File: src/rtl/shrp_pkg.sv
// Shared types, constants and the report ID table of the sensor hub report parser.
`default_nettype none

package shrp_pkg;

   // Default buffer depth in bytes and the bytes the decoder looks at.
   localparam int MAX_REPORT_BYTES_DEF = 16;
   localparam int FRAME_BYTES          = 16;

   // Result queue depth and the width of its fill level.
   localparam int OQ_DEPTH = 4;
   localparam int OQ_PTR_W = $clog2(OQ_DEPTH);
   localparam int OQ_LVL_W = $clog2(OQ_DEPTH + 1);

   // Delay ticks are 100 us each.
   localparam int TICK_US = 100;

   // Result status codes.
   localparam logic [1:0] ST_DECODED = 2'd0;
   localparam logic [1:0] ST_HEADER  = 2'd1;
   localparam logic [1:0] ST_UNKNOWN = 2'd2;

   // Payload layout of a report.
   typedef enum logic [3:0] {
      KIND_UNKNOWN,
      KIND_VEC,
      KIND_VEC2,
      KIND_QUAT,
      KIND_QACC,
      KIND_RAWV,
      KIND_STEPC,
      KIND_W32,
      KIND_B8,
      KIND_H16,
      KIND_HDR
   } kind_type;

   typedef struct packed {
      logic [4:0] len;
      kind_type   kind;
   } id_entry_type;

   // Report event handed from the byte collector to the decoder.
   typedef struct packed {
      logic       valid;
      logic       err;
      logic [7:0] id;
      kind_type   kind;
   } event_type;

   // One result word.
   typedef struct packed {
      logic [7:0]  sensor_code;
      logic [1:0]  status;
      logic [7:0]  sequence_res;
      logic [1:0]  accuracy;
      logic [20:0] delay_usec;
      logic [38:0] stamp_offset_usec;
      logic [15:0] val_x;
      logic [15:0] val_y;
      logic [15:0] val_z;
      logic [15:0] val_w;
      logic [31:0] wide_word;
      logic        last;
   } rsp_type;

   // Up to two result words produced for one report event.
   typedef struct packed {
      logic [1:0] n;
      rsp_type    r0;
      rsp_type    r1;
   } push_type;

   // Report ID to length and layout. A length of zero marks an unknown ID.
   function automatic id_entry_type id_lookup(logic [7:0] id);
      id_entry_type e;
      begin
         unique case (id)
            8'd1, 8'd2, 8'd3, 8'd4, 8'd6:  e = '{len: 5'd10, kind: KIND_VEC};
            8'd5, 8'd9, 8'd40:             e = '{len: 5'd14, kind: KIND_QACC};
            8'd7, 8'd15:                   e = '{len: 5'd16, kind: KIND_VEC2};
            8'd8, 8'd41:                   e = '{len: 5'd12, kind: KIND_QUAT};
            8'd10, 8'd11, 8'd27:           e = '{len: 5'd8,  kind: KIND_HDR};
            8'd12, 8'd13, 8'd14, 8'd26, 8'd28,
            8'd31, 8'd32, 8'd33, 8'd34, 8'd35:
                                           e = '{len: 5'd6,  kind: KIND_HDR};
            8'd16:                         e = '{len: 5'd5,  kind: KIND_B8};
            8'd17:                         e = '{len: 5'd12, kind: KIND_STEPC};
            8'd18, 8'd25:                  e = '{len: 5'd6,  kind: KIND_H16};
            8'd19:                         e = '{len: 5'd6,  kind: KIND_B8};
            8'd20, 8'd21, 8'd22:           e = '{len: 5'd16, kind: KIND_RAWV};
            8'd24:                         e = '{len: 5'd8,  kind: KIND_W32};
            8'd30:                         e = '{len: 5'd16, kind: KIND_HDR};
            8'd42:                         e = '{len: 5'd14, kind: KIND_HDR};
            default:                       e = '{len: 5'd0,  kind: KIND_UNKNOWN};
         endcase
         return e;
      end
   endfunction

endpackage

`default_nettype wire

File: src/rtl/shrp_if.sv
// Valid/ready channel interfaces for report bytes in and decoded results out.
`default_nettype none

interface shrp_req_if;
   logic               valid;
   logic               ready;
   logic [7:0]         data_byte;
   logic               start_req;
   logic signed [31:0] ref_delta_ticks;

   modport source (output valid, data_byte, start_req, ref_delta_ticks, input ready);
   modport sink   (input valid, data_byte, start_req, ref_delta_ticks, output ready);
endinterface

interface shrp_rsp_if;
   logic               valid;
   logic               ready;
   logic [7:0]         sensor_code;
   logic [1:0]         status;
   logic [7:0]         sequence_res;
   logic [1:0]         accuracy;
   logic [20:0]        delay_usec;
   logic signed [38:0] stamp_offset_usec;
   logic signed [15:0] val_x;
   logic signed [15:0] val_y;
   logic signed [15:0] val_z;
   logic signed [15:0] val_w;
   logic [31:0]        wide_word;
   logic               last;

   modport source (output valid, sensor_code, status, sequence_res, accuracy, delay_usec,
                   stamp_offset_usec, val_x, val_y, val_z, val_w, wide_word, last,
                   input ready);
   modport sink   (input valid, sensor_code, status, sequence_res, accuracy, delay_usec,
                   stamp_offset_usec, val_x, val_y, val_z, val_w, wide_word, last,
                   output ready);
endinterface

`default_nettype wire

File: src/rtl/shrp_collect.sv
// Byte collector: report buffer, byte count and the report event register.
`default_nettype none

module shrp_collect #(
   parameter int MAX_REPORT_BYTES = shrp_pkg::MAX_REPORT_BYTES_DEF
) (
   input  wire logic                                      clock,
   input  wire logic                                      reset,
   input  wire logic                                      accept,
   input  wire logic [7:0]                                data_byte,
   input  wire logic                                      start_req,
   input  wire logic [31:0]                               ref_delta_ticks,
   output logic [shrp_pkg::FRAME_BYTES-1:0][7:0]          frame,
   output logic [31:0]                                    delta_hold,
   output shrp_pkg::event_type                            ev
);

   localparam int IDX_W = $clog2(MAX_REPORT_BYTES);

   logic [7:0]             rbuf_ff [MAX_REPORT_BYTES];
   logic [4:0]             count_ff, count_in;
   logic [4:0]             exp_ff, exp_in;
   logic [31:0]            hold_ff, hold_in;
   logic                   idle_ff, idle_in;
   shrp_pkg::kind_type     kind_ff, kind_in;
   shrp_pkg::event_type    ev_ff, ev_in;
   shrp_pkg::id_entry_type lk;
   logic                   wr_en;
   logic [IDX_W-1:0]       wr_idx;

   assign lk = shrp_pkg::id_lookup(data_byte);

   always_comb begin
      count_in = count_ff;
      exp_in   = exp_ff;
      hold_in  = hold_ff;
      idle_in  = idle_ff;
      kind_in  = kind_ff;
      ev_in    = '0;
      wr_en    = 1'b0;
      wr_idx   = count_ff[IDX_W-1:0];
      if (accept) begin
         if (start_req) begin
            if (lk.len == 5'd0) begin
               // Unknown ID reports at once and the rest of the report is skipped.
               ev_in.valid = 1'b1;
               ev_in.err   = 1'b1;
               ev_in.id    = data_byte;
               idle_in     = 1'b1;
               count_in    = 5'd0;
               exp_in      = 5'd0;
            end else begin
               wr_en    = 1'b1;
               wr_idx   = '0;
               count_in = 5'd1;
               exp_in   = lk.len;
               hold_in  = ref_delta_ticks;
               idle_in  = 1'b0;
               kind_in  = lk.kind;
            end
         end else if (!idle_ff) begin
            wr_en    = (int'(count_ff) < MAX_REPORT_BYTES);
            count_in = count_ff + 5'd1;
            if (count_in == exp_ff) begin
               idle_in     = 1'b1;
               ev_in.valid = 1'b1;
               ev_in.kind  = kind_ff;
            end
         end
      end
   end

   always_ff @(posedge clock) begin
      if (reset) begin
         count_ff <= '0;
         exp_ff   <= '0;
         hold_ff  <= '0;
         idle_ff  <= 1'b1;
         kind_ff  <= shrp_pkg::KIND_UNKNOWN;
         ev_ff    <= '0;
      end else begin
         count_ff <= count_in;
         exp_ff   <= exp_in;
         hold_ff  <= hold_in;
         idle_ff  <= idle_in;
         kind_ff  <= kind_in;
         ev_ff    <= ev_in;
      end
   end

   always_ff @(posedge clock) begin
      if (wr_en) begin
         rbuf_ff[wr_idx] <= data_byte;
      end
   end

   for (genvar i = 0; i < shrp_pkg::FRAME_BYTES; i++) begin : g_frame
      assign frame[i] = rbuf_ff[i];
   end

   assign delta_hold = hold_ff;
   assign ev         = ev_ff;

`ifndef SYNTHESIS
   // Every report event leaves the collector waiting for the next start byte.
   a_event_idle: assert property (@(posedge clock) disable iff (reset)
      ev_ff.valid |-> idle_ff)
      else $error("report event while collector still inside a report");
`endif

endmodule

`default_nettype wire

File: src/rtl/shrp_decode.sv
// Report decoder: header fields, delay arithmetic and payload word extraction.
`default_nettype none

module shrp_decode (
   input  wire shrp_pkg::event_type                  ev,
   input  wire logic [shrp_pkg::FRAME_BYTES-1:0][7:0] frame,
   input  wire logic [31:0]                          delta_hold,
   output shrp_pkg::push_type                        push
);

   logic [13:0]        ticks;
   logic signed [32:0] tick_sum;
   logic signed [39:0] off_prod;
   shrp_pkg::rsp_type  base;

   // Delay is status bits 7:2 above byte 3, in 100 us ticks.
   assign ticks    = {frame[2][7:2], frame[3]};
   assign tick_sum = $signed({19'd0, ticks}) + $signed({delta_hold[31], delta_hold});
   assign off_prod = 40'(tick_sum) * 40'sd100;

   always_comb begin
      base                   = '0;
      base.sensor_code       = frame[0];
      base.sequence_res      = frame[1];
      base.accuracy          = frame[2][1:0];
      base.delay_usec        = 21'({7'd0, ticks} * 21'(shrp_pkg::TICK_US));
      base.stamp_offset_usec = off_prod[38:0];
      base.last              = 1'b1;
   end

   always_comb begin
      push = '0;
      if (ev.valid) begin
         push.n = 2'd1;
         if (ev.err) begin
            push.r0.sensor_code = ev.id;
            push.r0.status      = shrp_pkg::ST_UNKNOWN;
            push.r0.last        = 1'b1;
         end else begin
            push.r0 = base;
            push.r1 = base;
            unique case (ev.kind)
               shrp_pkg::KIND_VEC: begin
                  push.r0.val_x = {frame[5], frame[4]};
                  push.r0.val_y = {frame[7], frame[6]};
                  push.r0.val_z = {frame[9], frame[8]};
               end
               shrp_pkg::KIND_VEC2: begin
                  // Uncalibrated sensors: raw vector, then the bias vector.
                  push.n         = 2'd2;
                  push.r0.val_x  = {frame[5], frame[4]};
                  push.r0.val_y  = {frame[7], frame[6]};
                  push.r0.val_z  = {frame[9], frame[8]};
                  push.r0.last   = 1'b0;
                  push.r1.val_x  = {frame[11], frame[10]};
                  push.r1.val_y  = {frame[13], frame[12]};
                  push.r1.val_z  = {frame[15], frame[14]};
               end
               shrp_pkg::KIND_QUAT, shrp_pkg::KIND_QACC: begin
                  push.r0.val_x = {frame[5], frame[4]};
                  push.r0.val_y = {frame[7], frame[6]};
                  push.r0.val_z = {frame[9], frame[8]};
                  push.r0.val_w = {frame[11], frame[10]};
                  if (ev.kind == shrp_pkg::KIND_QACC) begin
                     push.r0.wide_word = {16'd0, frame[13], frame[12]};
                  end
               end
               shrp_pkg::KIND_RAWV: begin
                  push.r0.val_x     = {frame[5], frame[4]};
                  push.r0.val_y     = {frame[7], frame[6]};
                  push.r0.val_z     = {frame[9], frame[8]};
                  push.r0.wide_word = {frame[15], frame[14], frame[13], frame[12]};
               end
               shrp_pkg::KIND_STEPC: begin
                  // Step counter: latency word, then the step count.
                  push.n            = 2'd2;
                  push.r0.wide_word = {frame[7], frame[6], frame[5], frame[4]};
                  push.r0.last      = 1'b0;
                  push.r1.wide_word = {frame[11], frame[10], frame[9], frame[8]};
               end
               shrp_pkg::KIND_W32: begin
                  push.r0.wide_word = {frame[7], frame[6], frame[5], frame[4]};
               end
               shrp_pkg::KIND_B8: begin
                  push.r0.wide_word = {24'd0, frame[4]};
               end
               shrp_pkg::KIND_H16: begin
                  push.r0.wide_word = {16'd0, frame[5], frame[4]};
               end
               shrp_pkg::KIND_HDR: begin
                  push.r0.status = shrp_pkg::ST_HEADER;
               end
               default: begin
                  push.r0.status = shrp_pkg::ST_DECODED;
               end
            endcase
         end
      end
   end

endmodule

`default_nettype wire

File: src/rtl/shrp_outq.sv
// Result queue: holds decoded words until the result channel takes them.
`default_nettype none

module shrp_outq (
   input  wire logic                            clock,
   input  wire logic                            reset,
   input  wire shrp_pkg::push_type              push,
   output logic [shrp_pkg::OQ_LVL_W-1:0]        level,
   shrp_rsp_if.source                           rsp
);

   localparam int PTR_W = shrp_pkg::OQ_PTR_W;
   localparam int LVL_W = shrp_pkg::OQ_LVL_W;

   shrp_pkg::rsp_type q_ff [shrp_pkg::OQ_DEPTH];
   logic [PTR_W-1:0]  wr_ptr_ff, wr_ptr_in;
   logic [PTR_W-1:0]  rd_ptr_ff, rd_ptr_in;
   logic [PTR_W-1:0]  wr_next;
   logic [LVL_W-1:0]  level_ff, level_in;
   logic              pop;
   shrp_pkg::rsp_type head;

   assign pop       = rsp.valid && rsp.ready;
   assign wr_next   = wr_ptr_ff + PTR_W'(1);
   assign wr_ptr_in = wr_ptr_ff + PTR_W'(push.n);
   assign rd_ptr_in = rd_ptr_ff + PTR_W'(pop);
   assign level_in  = level_ff + LVL_W'(push.n) - LVL_W'(pop);

   always_ff @(posedge clock) begin
      if (reset) begin
         wr_ptr_ff <= '0;
         rd_ptr_ff <= '0;
         level_ff  <= '0;
      end else begin
         wr_ptr_ff <= wr_ptr_in;
         rd_ptr_ff <= rd_ptr_in;
         level_ff  <= level_in;
      end
   end

   always_ff @(posedge clock) begin
      if (push.n != 2'd0) begin
         q_ff[wr_ptr_ff] <= push.r0;
      end
      if (push.n == 2'd2) begin
         q_ff[wr_next] <= push.r1;
      end
   end

   assign head                  = q_ff[rd_ptr_ff];
   assign level                 = level_ff;
   assign rsp.valid             = (level_ff != '0);
   assign rsp.sensor_code       = head.sensor_code;
   assign rsp.status            = head.status;
   assign rsp.sequence_res      = head.sequence_res;
   assign rsp.accuracy          = head.accuracy;
   assign rsp.delay_usec        = head.delay_usec;
   assign rsp.stamp_offset_usec = head.stamp_offset_usec;
   assign rsp.val_x             = head.val_x;
   assign rsp.val_y             = head.val_y;
   assign rsp.val_z             = head.val_z;
   assign rsp.val_w             = head.val_w;
   assign rsp.wide_word         = head.wide_word;
   assign rsp.last              = head.last;

`ifndef SYNTHESIS
   // The queue never holds more words than it has entries.
   a_no_overflow: assert property (@(posedge clock) disable iff (reset)
      level_ff <= LVL_W'(shrp_pkg::OQ_DEPTH))
      else $error("result queue overflow");

   // A two word push only arrives when two entries are free.
   a_pair_room: assert property (@(posedge clock) disable iff (reset)
      (push.n == 2'd2) |-> (level_ff <= LVL_W'(shrp_pkg::OQ_DEPTH - 2)))
      else $error("two word push without room");

   // Two words in a push: only the second one closes the report.
   a_pair_last: assert property (@(posedge clock) disable iff (reset)
      (push.n == 2'd2) |-> (!push.r0.last && push.r1.last))
      else $error("two word report with wrong last flags");
`endif

endmodule

`default_nettype wire

File: src/rtl/sensor_hub_report_parser_unit.sv
// Top level of the sensor hub input report parser.
`default_nettype none

// Channel  Dir  Word                                         Accepted when
// req_port in   report byte, start flag, timebase delta      valid && ready
// rsp_port out  one decoded result, last marks report end    valid && ready
//
// The parser takes one report byte per cycle, back to back, while the result queue
// has room. A result for the byte that completes its report (or the start byte of
// an unknown ID) is held first in the event register, then in the four word result
// queue, before it appears on rsp_port. Two word reports queue both words at once.
// req_port.ready drops only when the queue could not absorb the words of a byte
// already in flight plus the next one; a stalled result side then stalls input.
// Reset is synchronous; the report buffer itself is not cleared and needs none.

module sensor_hub_report_parser_unit #(
   parameter int MAX_REPORT_BYTES = shrp_pkg::MAX_REPORT_BYTES_DEF
) (
   input wire logic   clock,
   input wire logic   reset,
   shrp_req_if.sink   req_port,
   shrp_rsp_if.source rsp_port
);

   localparam int LVL_W = shrp_pkg::OQ_LVL_W;

   logic                                  accept;
   logic [shrp_pkg::FRAME_BYTES-1:0][7:0] frame;
   logic [31:0]                           delta_hold;
   shrp_pkg::event_type                   ev;
   shrp_pkg::push_type                    push;
   logic [LVL_W-1:0]                      level;

   assign accept = req_port.valid && req_port.ready;

   // Room is needed for the pending event's words and two more for this byte.
   assign req_port.ready = ((level + LVL_W'(push.n)) <= LVL_W'(shrp_pkg::OQ_DEPTH - 2));

   shrp_collect #(
      .MAX_REPORT_BYTES (MAX_REPORT_BYTES)
   ) u_collect (
      .clock           (clock),
      .reset           (reset),
      .accept          (accept),
      .data_byte       (req_port.data_byte),
      .start_req       (req_port.start_req),
      .ref_delta_ticks (req_port.ref_delta_ticks),
      .frame           (frame),
      .delta_hold      (delta_hold),
      .ev              (ev)
   );

   shrp_decode u_decode (
      .ev         (ev),
      .frame      (frame),
      .delta_hold (delta_hold),
      .push       (push)
   );

   shrp_outq u_outq (
      .clock (clock),
      .reset (reset),
      .push  (push),
      .level (level),
      .rsp   (rsp_port)
   );

`ifndef SYNTHESIS
   // A report event always follows an accepted byte in the previous cycle.
   a_event_cause: assert property (@(posedge clock) disable iff (reset)
      ev.valid |-> $past(accept))
      else $error("report event without an accepted byte");
`endif

endmodule

`default_nettype wire
File: src/flat_wrapper.sv
// flat-port wrapper written by rule: the top's interface ports become plain ports
module sensor_hub_report_parser_unit_flat 
#(
   parameter int MAX_REPORT_BYTES = shrp_pkg::MAX_REPORT_BYTES_DEF
)
  (clock, reset, req_port_valid, req_port_data_byte, req_port_start_req, req_port_ref_delta_ticks, req_port_ready, rsp_port_valid, rsp_port_sensor_code, rsp_port_status, rsp_port_sequence_res, rsp_port_accuracy, rsp_port_delay_usec, rsp_port_stamp_offset_usec, rsp_port_val_x, rsp_port_val_y, rsp_port_val_z, rsp_port_val_w, rsp_port_wide_word, rsp_port_last, rsp_port_ready);
  shrp_req_if req_port_i ();
  shrp_rsp_if rsp_port_i ();
  input wire logic clock;
  input wire logic reset;
  input wire logic [$bits(req_port_i.valid)-1:0] req_port_valid;
  input wire logic [$bits(req_port_i.data_byte)-1:0] req_port_data_byte;
  input wire logic [$bits(req_port_i.start_req)-1:0] req_port_start_req;
  input wire logic [$bits(req_port_i.ref_delta_ticks)-1:0] req_port_ref_delta_ticks;
  output wire logic [$bits(req_port_i.ready)-1:0] req_port_ready;
  output wire logic [$bits(rsp_port_i.valid)-1:0] rsp_port_valid;
  output wire logic [$bits(rsp_port_i.sensor_code)-1:0] rsp_port_sensor_code;
  output wire logic [$bits(rsp_port_i.status)-1:0] rsp_port_status;
  output wire logic [$bits(rsp_port_i.sequence_res)-1:0] rsp_port_sequence_res;
  output wire logic [$bits(rsp_port_i.accuracy)-1:0] rsp_port_accuracy;
  output wire logic [$bits(rsp_port_i.delay_usec)-1:0] rsp_port_delay_usec;
  output wire logic [$bits(rsp_port_i.stamp_offset_usec)-1:0] rsp_port_stamp_offset_usec;
  output wire logic [$bits(rsp_port_i.val_x)-1:0] rsp_port_val_x;
  output wire logic [$bits(rsp_port_i.val_y)-1:0] rsp_port_val_y;
  output wire logic [$bits(rsp_port_i.val_z)-1:0] rsp_port_val_z;
  output wire logic [$bits(rsp_port_i.val_w)-1:0] rsp_port_val_w;
  output wire logic [$bits(rsp_port_i.wide_word)-1:0] rsp_port_wide_word;
  output wire logic [$bits(rsp_port_i.last)-1:0] rsp_port_last;
  input wire logic [$bits(rsp_port_i.ready)-1:0] rsp_port_ready;
  assign req_port_i.valid = req_port_valid;
  assign req_port_i.data_byte = req_port_data_byte;
  assign req_port_i.start_req = req_port_start_req;
  assign req_port_i.ref_delta_ticks = req_port_ref_delta_ticks;
  assign req_port_ready = req_port_i.ready;
  assign rsp_port_valid = rsp_port_i.valid;
  assign rsp_port_sensor_code = rsp_port_i.sensor_code;
  assign rsp_port_status = rsp_port_i.status;
  assign rsp_port_sequence_res = rsp_port_i.sequence_res;
  assign rsp_port_accuracy = rsp_port_i.accuracy;
  assign rsp_port_delay_usec = rsp_port_i.delay_usec;
  assign rsp_port_stamp_offset_usec = rsp_port_i.stamp_offset_usec;
  assign rsp_port_val_x = rsp_port_i.val_x;
  assign rsp_port_val_y = rsp_port_i.val_y;
  assign rsp_port_val_z = rsp_port_i.val_z;
  assign rsp_port_val_w = rsp_port_i.val_w;
  assign rsp_port_wide_word = rsp_port_i.wide_word;
  assign rsp_port_last = rsp_port_i.last;
  assign rsp_port_i.ready = rsp_port_ready;
  sensor_hub_report_parser_unit #(.MAX_REPORT_BYTES(MAX_REPORT_BYTES)) u_core (.clock(clock), .reset(reset), .req_port(req_port_i), .rsp_port(rsp_port_i));
endmodule
File: config.mk
export PLATFORM = sky130hd
export DESIGN_NAME = sensor_hub_report_parser_unit_flat
export DESIGN_NICKNAME = d
export VERILOG_FILES = /design/src/rtl/shrp_pkg.sv /design/src/rtl/shrp_if.sv /design/src/rtl/shrp_collect.sv /design/src/rtl/shrp_decode.sv /design/src/rtl/shrp_outq.sv /design/src/rtl/sensor_hub_report_parser_unit.sv /design/src/flat_wrapper.sv
export SDC_FILE = /design/constraint.sdc
export NUM_CORES = 2
export LEC_CHECK = 0
export CAP_MARGIN = 40
export CORE_UTILIZATION = 55
export DETAILED_ROUTE_END_ITERATION = 10
export DONT_BUFFER_PORTS = 1
export PLACE_DENSITY = 0.7
export SLEW_MARGIN = 20
export SYNTH_ARGS = -nofsm -noshare
export SYNTH_HDL_FRONTEND = slang
export SYNTH_SLANG_ARGS = --single-unit
File: constraint.sdc
create_clock -name clock -period 7 [get_ports clock]
set_input_delay 0.7 -clock clock [delete_from_list [all_inputs] [get_ports clock]]
set_output_delay 0.7 -clock clock [all_outputs]
set_load 0.01 [all_outputs]
==> impl_metrics.toml <==
[run_status]
status = "completed"

[cts]
clk_pin_slew_ns = 0.06
cts-root-buf = "clkbuf_16"
htree_levels = 3
cts_resized = 0
post-cts-setup-buffers = 0
cts_inserted_buffers = 92
cts_hold_buffers = 0
clock_latency_ns = 0.67
cts_tree = "done"
cts_buffer_depth = 3
clock-sinks = 888

[sta]
tightest_slew_ns = 0.9985
setup_violations = 0
max_freq_mhz = 157.8
finalHoldViolCount = 0
rsz0062_at_grt = "false"
fin_crit_ns = 6.337
fin_setup_tns_ns = 0
slew_headroom_pct = 33.43
post-route-period-util_pct = 90.53
skew_ns = 0.04175
final_max_slew_viol_count = 0

[yosys]
async_flop_share_pct = 0
synth_ff_type = "edfxtp_1"
syn_area_per_cell_um2 = 12.89
syn_inst = 3371
yosysWarnings = 0
synth_edf_count = 748
ys_types = 80
yosysSeqAreaShare_pct = 58.12
netlist_area_um2 = 43470
synth-seq-cells = 888

[setup_path]
worst-path-buf-inv = 1
critPathLaunch = "u_core.u_collect.rbuf_ff[3][0]"
required_ns = 7.39
cp-end-kind = "flip-flop"
worst-path-max-fanout = 6
cp_cell_sequence = "ha_1 -> inv_1 -> fa_1 -> nand2b_1 -> a21oi_2 -> o21ai_4 -> o31ai_4 -> nand3_1 -> xnor2_1 -> ha_1 -> ha_1 -> xor2_1 -> ha_1 -> ha_1 -> a21oi_1 -> o21ai_1 -> a22o_1 -> a311o_1 -> o31a_1 -> o21ai_1 -> o21ai_0 -> xnor2_2 -> nor2_1"
worstSetupPathType = "reg2reg"
cp_top_family = "compound AO/OA/AOI/OAI gates"
crit_top_cell = "ha_1"
worstPathArrival_ns = 6.72
cp_slowest_cell = "o31ai_4"
worstSetupStartpointType = "flip-flop"
crit_path_max_incr_delay_ns = 0.44
r2r_start = "u_core.u_collect.rbuf_ff[3][0]"

[die]
placement_rows = 102
start_util_pct = 55.84
design.core.area_um2 = 77850
pin_count = 224
die_y_um = 283.1
die_width_um = 283.1
dieArea_um2 = 80160

[cells_and_area]
drive_gt1_share_pct = 12.94
final_area_um2 = 47970
area_growth_pct = 10.35
num-nets-final = 3535

[global_routing]
grt_pass1_wl_mm = 181.0
grt_usage_pct = 29.80
grt_overflow = 0
grt_pass1_vias = 28619
grt_max_degree = 123
antenna_found_initial = 4

[job]
cap_violations = 0

[worst_hold_path]
hold_path.startpoint = "reset"
hold_class = "in2reg"

[placed_design]
gp_congestion = 0.8686
post-dp-hpwl_mm = 75.57
placed_area_um2 = 44680
io_buffers = 0

[routing]
dr.pass1.iters = 6
drtIter0Drc = 3736
drc = 0
ant_nets = 0
viasPerCell = 6.722
drt_wl_total_mm = 121.9
vias = 29592
routedWlPerCell_um = 27.70

[power_and_ir_drop]
ir_drop_mv = 0.2526
finalPower_uw = 12820
power_leakage_uw = 0.01556
p_per_area_nw_per_um2 = 267.3
cells in the mapped netlist, drive strengths merged, types with 9 or more instances:
library cell  instances  share of area (%)
a21o                 30               0.52
a21oi                67               0.80
a22o                 89                1.8
a22oi                 9               0.16
a32o                 64                1.5
and2                 15               0.22
and3                 14               0.20
buf                  67               0.68
clkbuf              182                1.6
dfxtp               140                6.4
edfxtp              748                 52
fa                   36                1.7
ha                  175                5.0
inv                 145                1.3
mux2i                36               0.83
mux4                173                9.0
nand2               172                1.5
nand2b               25               0.36
nand3               164                1.9
nand4                 9               0.14
nor2                426                3.7
nor2b                16               0.23
nor3                 39               0.49
o211ai               13               0.22
o21a                  9               0.16
o21ai               122                1.4
o22ai               194                2.8
or3                  13               0.19
xnor2                52                1.1
xor2                 36               0.73
state kept, by name, indices dropped and copies added, names as in the netlist:
name / flops
u_core.u_outq.rd_ptr_ff: 2
u_core.u_collect.delta_hold: 32
u_core.u_collect.ev: 14
u_core.u_collect.exp_ff: 5
u_core.u_collect.idle_ff: 1
u_core.u_collect.kind_ff: 4
u_core.u_outq.wr_ptr_ff: 2
u_core.u_outq.level: 3
u_core.u_collect.rbuf_ff: 128
u_core.u_collect.count_ff: 5
u_core.u_outq.q_ff: 692
cell usage in the layout, fill, tap and decap left out, drive strengths merged, types with 13 or more instances in the layout:
| cell | count |
|---|---|
| and2 | 15 |
| nand2 | 172 |
| o22ai | 194 |
| mux4 | 173 |
| nor3 | 39 |
| fa | 36 |
| nor2b | 16 |
| edfxtp | 748 |
| clkbuf | 120 |
| nor2 | 426 |
| dfxtp | 140 |
| a32o | 64 |
| a21o | 30 |
| ha | 175 |
| xnor2 | 52 |
| and3 | 14 |
| a21oi | 67 |
| mux2i | 36 |
| o211ai | 13 |
| clkinv | 36 |
| inv | 149 |
| xor2 | 36 |
| nand3 | 164 |
| a22o | 89 |
| buf | 60 |
| or3 | 13 |
| o21ai | 122 |
| nand2b | 25 |
kinds of logic (layout without fill, tap and decap cells):
logic type,Yosys count,in the layout,share of synthesized area (%)
fa+ha+maj,211,211,6.695
mux,217,217,10.00
flops,888,888,58.12
other cells,1,11,0.008627
simple gates,914,914,9.295
compound gates,657,657,10.53
buf+inv,394,375,3.506
xor+xnor,89,89,1.842
stage by stage:
stage               utilization, %  worst slack, ns  cells  hold WS [ns]
floorplan                        -            1.477   3374        0.4291
global placement             56.87           0.9880   4197        0.4475
detailed placement           57.40           0.7818   4218        0.4466
CTS                          61.42           0.7256   4388       0.09272
global route                 61.60           0.3290   4399        0.1078
finish                       61.61           0.6628   4402        0.1303
where the power goes:
part / switching, uW / leakage, uW / total [uW] / internal, uW
sequential: 94.5 / 0.00740 / 5850 / 5760
combinational: 1140 / 0.00662 / 1920 / 785
clock: 2100 / 0.00154 / 5040 / 2940
total: 3330 / 0.0156 / 12800 / 9490
layout make-up:
cell class                 count  area, um2
tap                         1040       1301
fill                        5779      29880
multi-input combinational   2092      16830
sequential                   888      25270
antenna                        7      17.52
clock inverter                50      558.0
inverter                     145      564.3
clock buffer                 120       2575
timing repair buffer          60      843.3
worst paths after layout:
path	to	slack, ns	cells past startpoint
worst max-delay path	u_core.u_outq.q_ff[1][131]	0.66	23
worst min-delay path	u_core.u_collect.delta_hold[24]	0.13	1
worst max register to register	u_core.u_outq.q_ff[1][131]	0.66	23
worst min register to register	u_core.u_collect.ev[3]	0.47	1
metal layers:
metal | up-vias | track usage, % | wire length (um)
met5 | - | 0 | 13
met1 | 14800 | 42.35 | 47580
met2 | 1886 | 44.80 | 55480
met4 | 2 | 10.12 | 3530
met3 | 238 | 7.625 | 15330
li1 | 12666 | - | -
No activity file was read; power rests on OpenSTA's default activity.
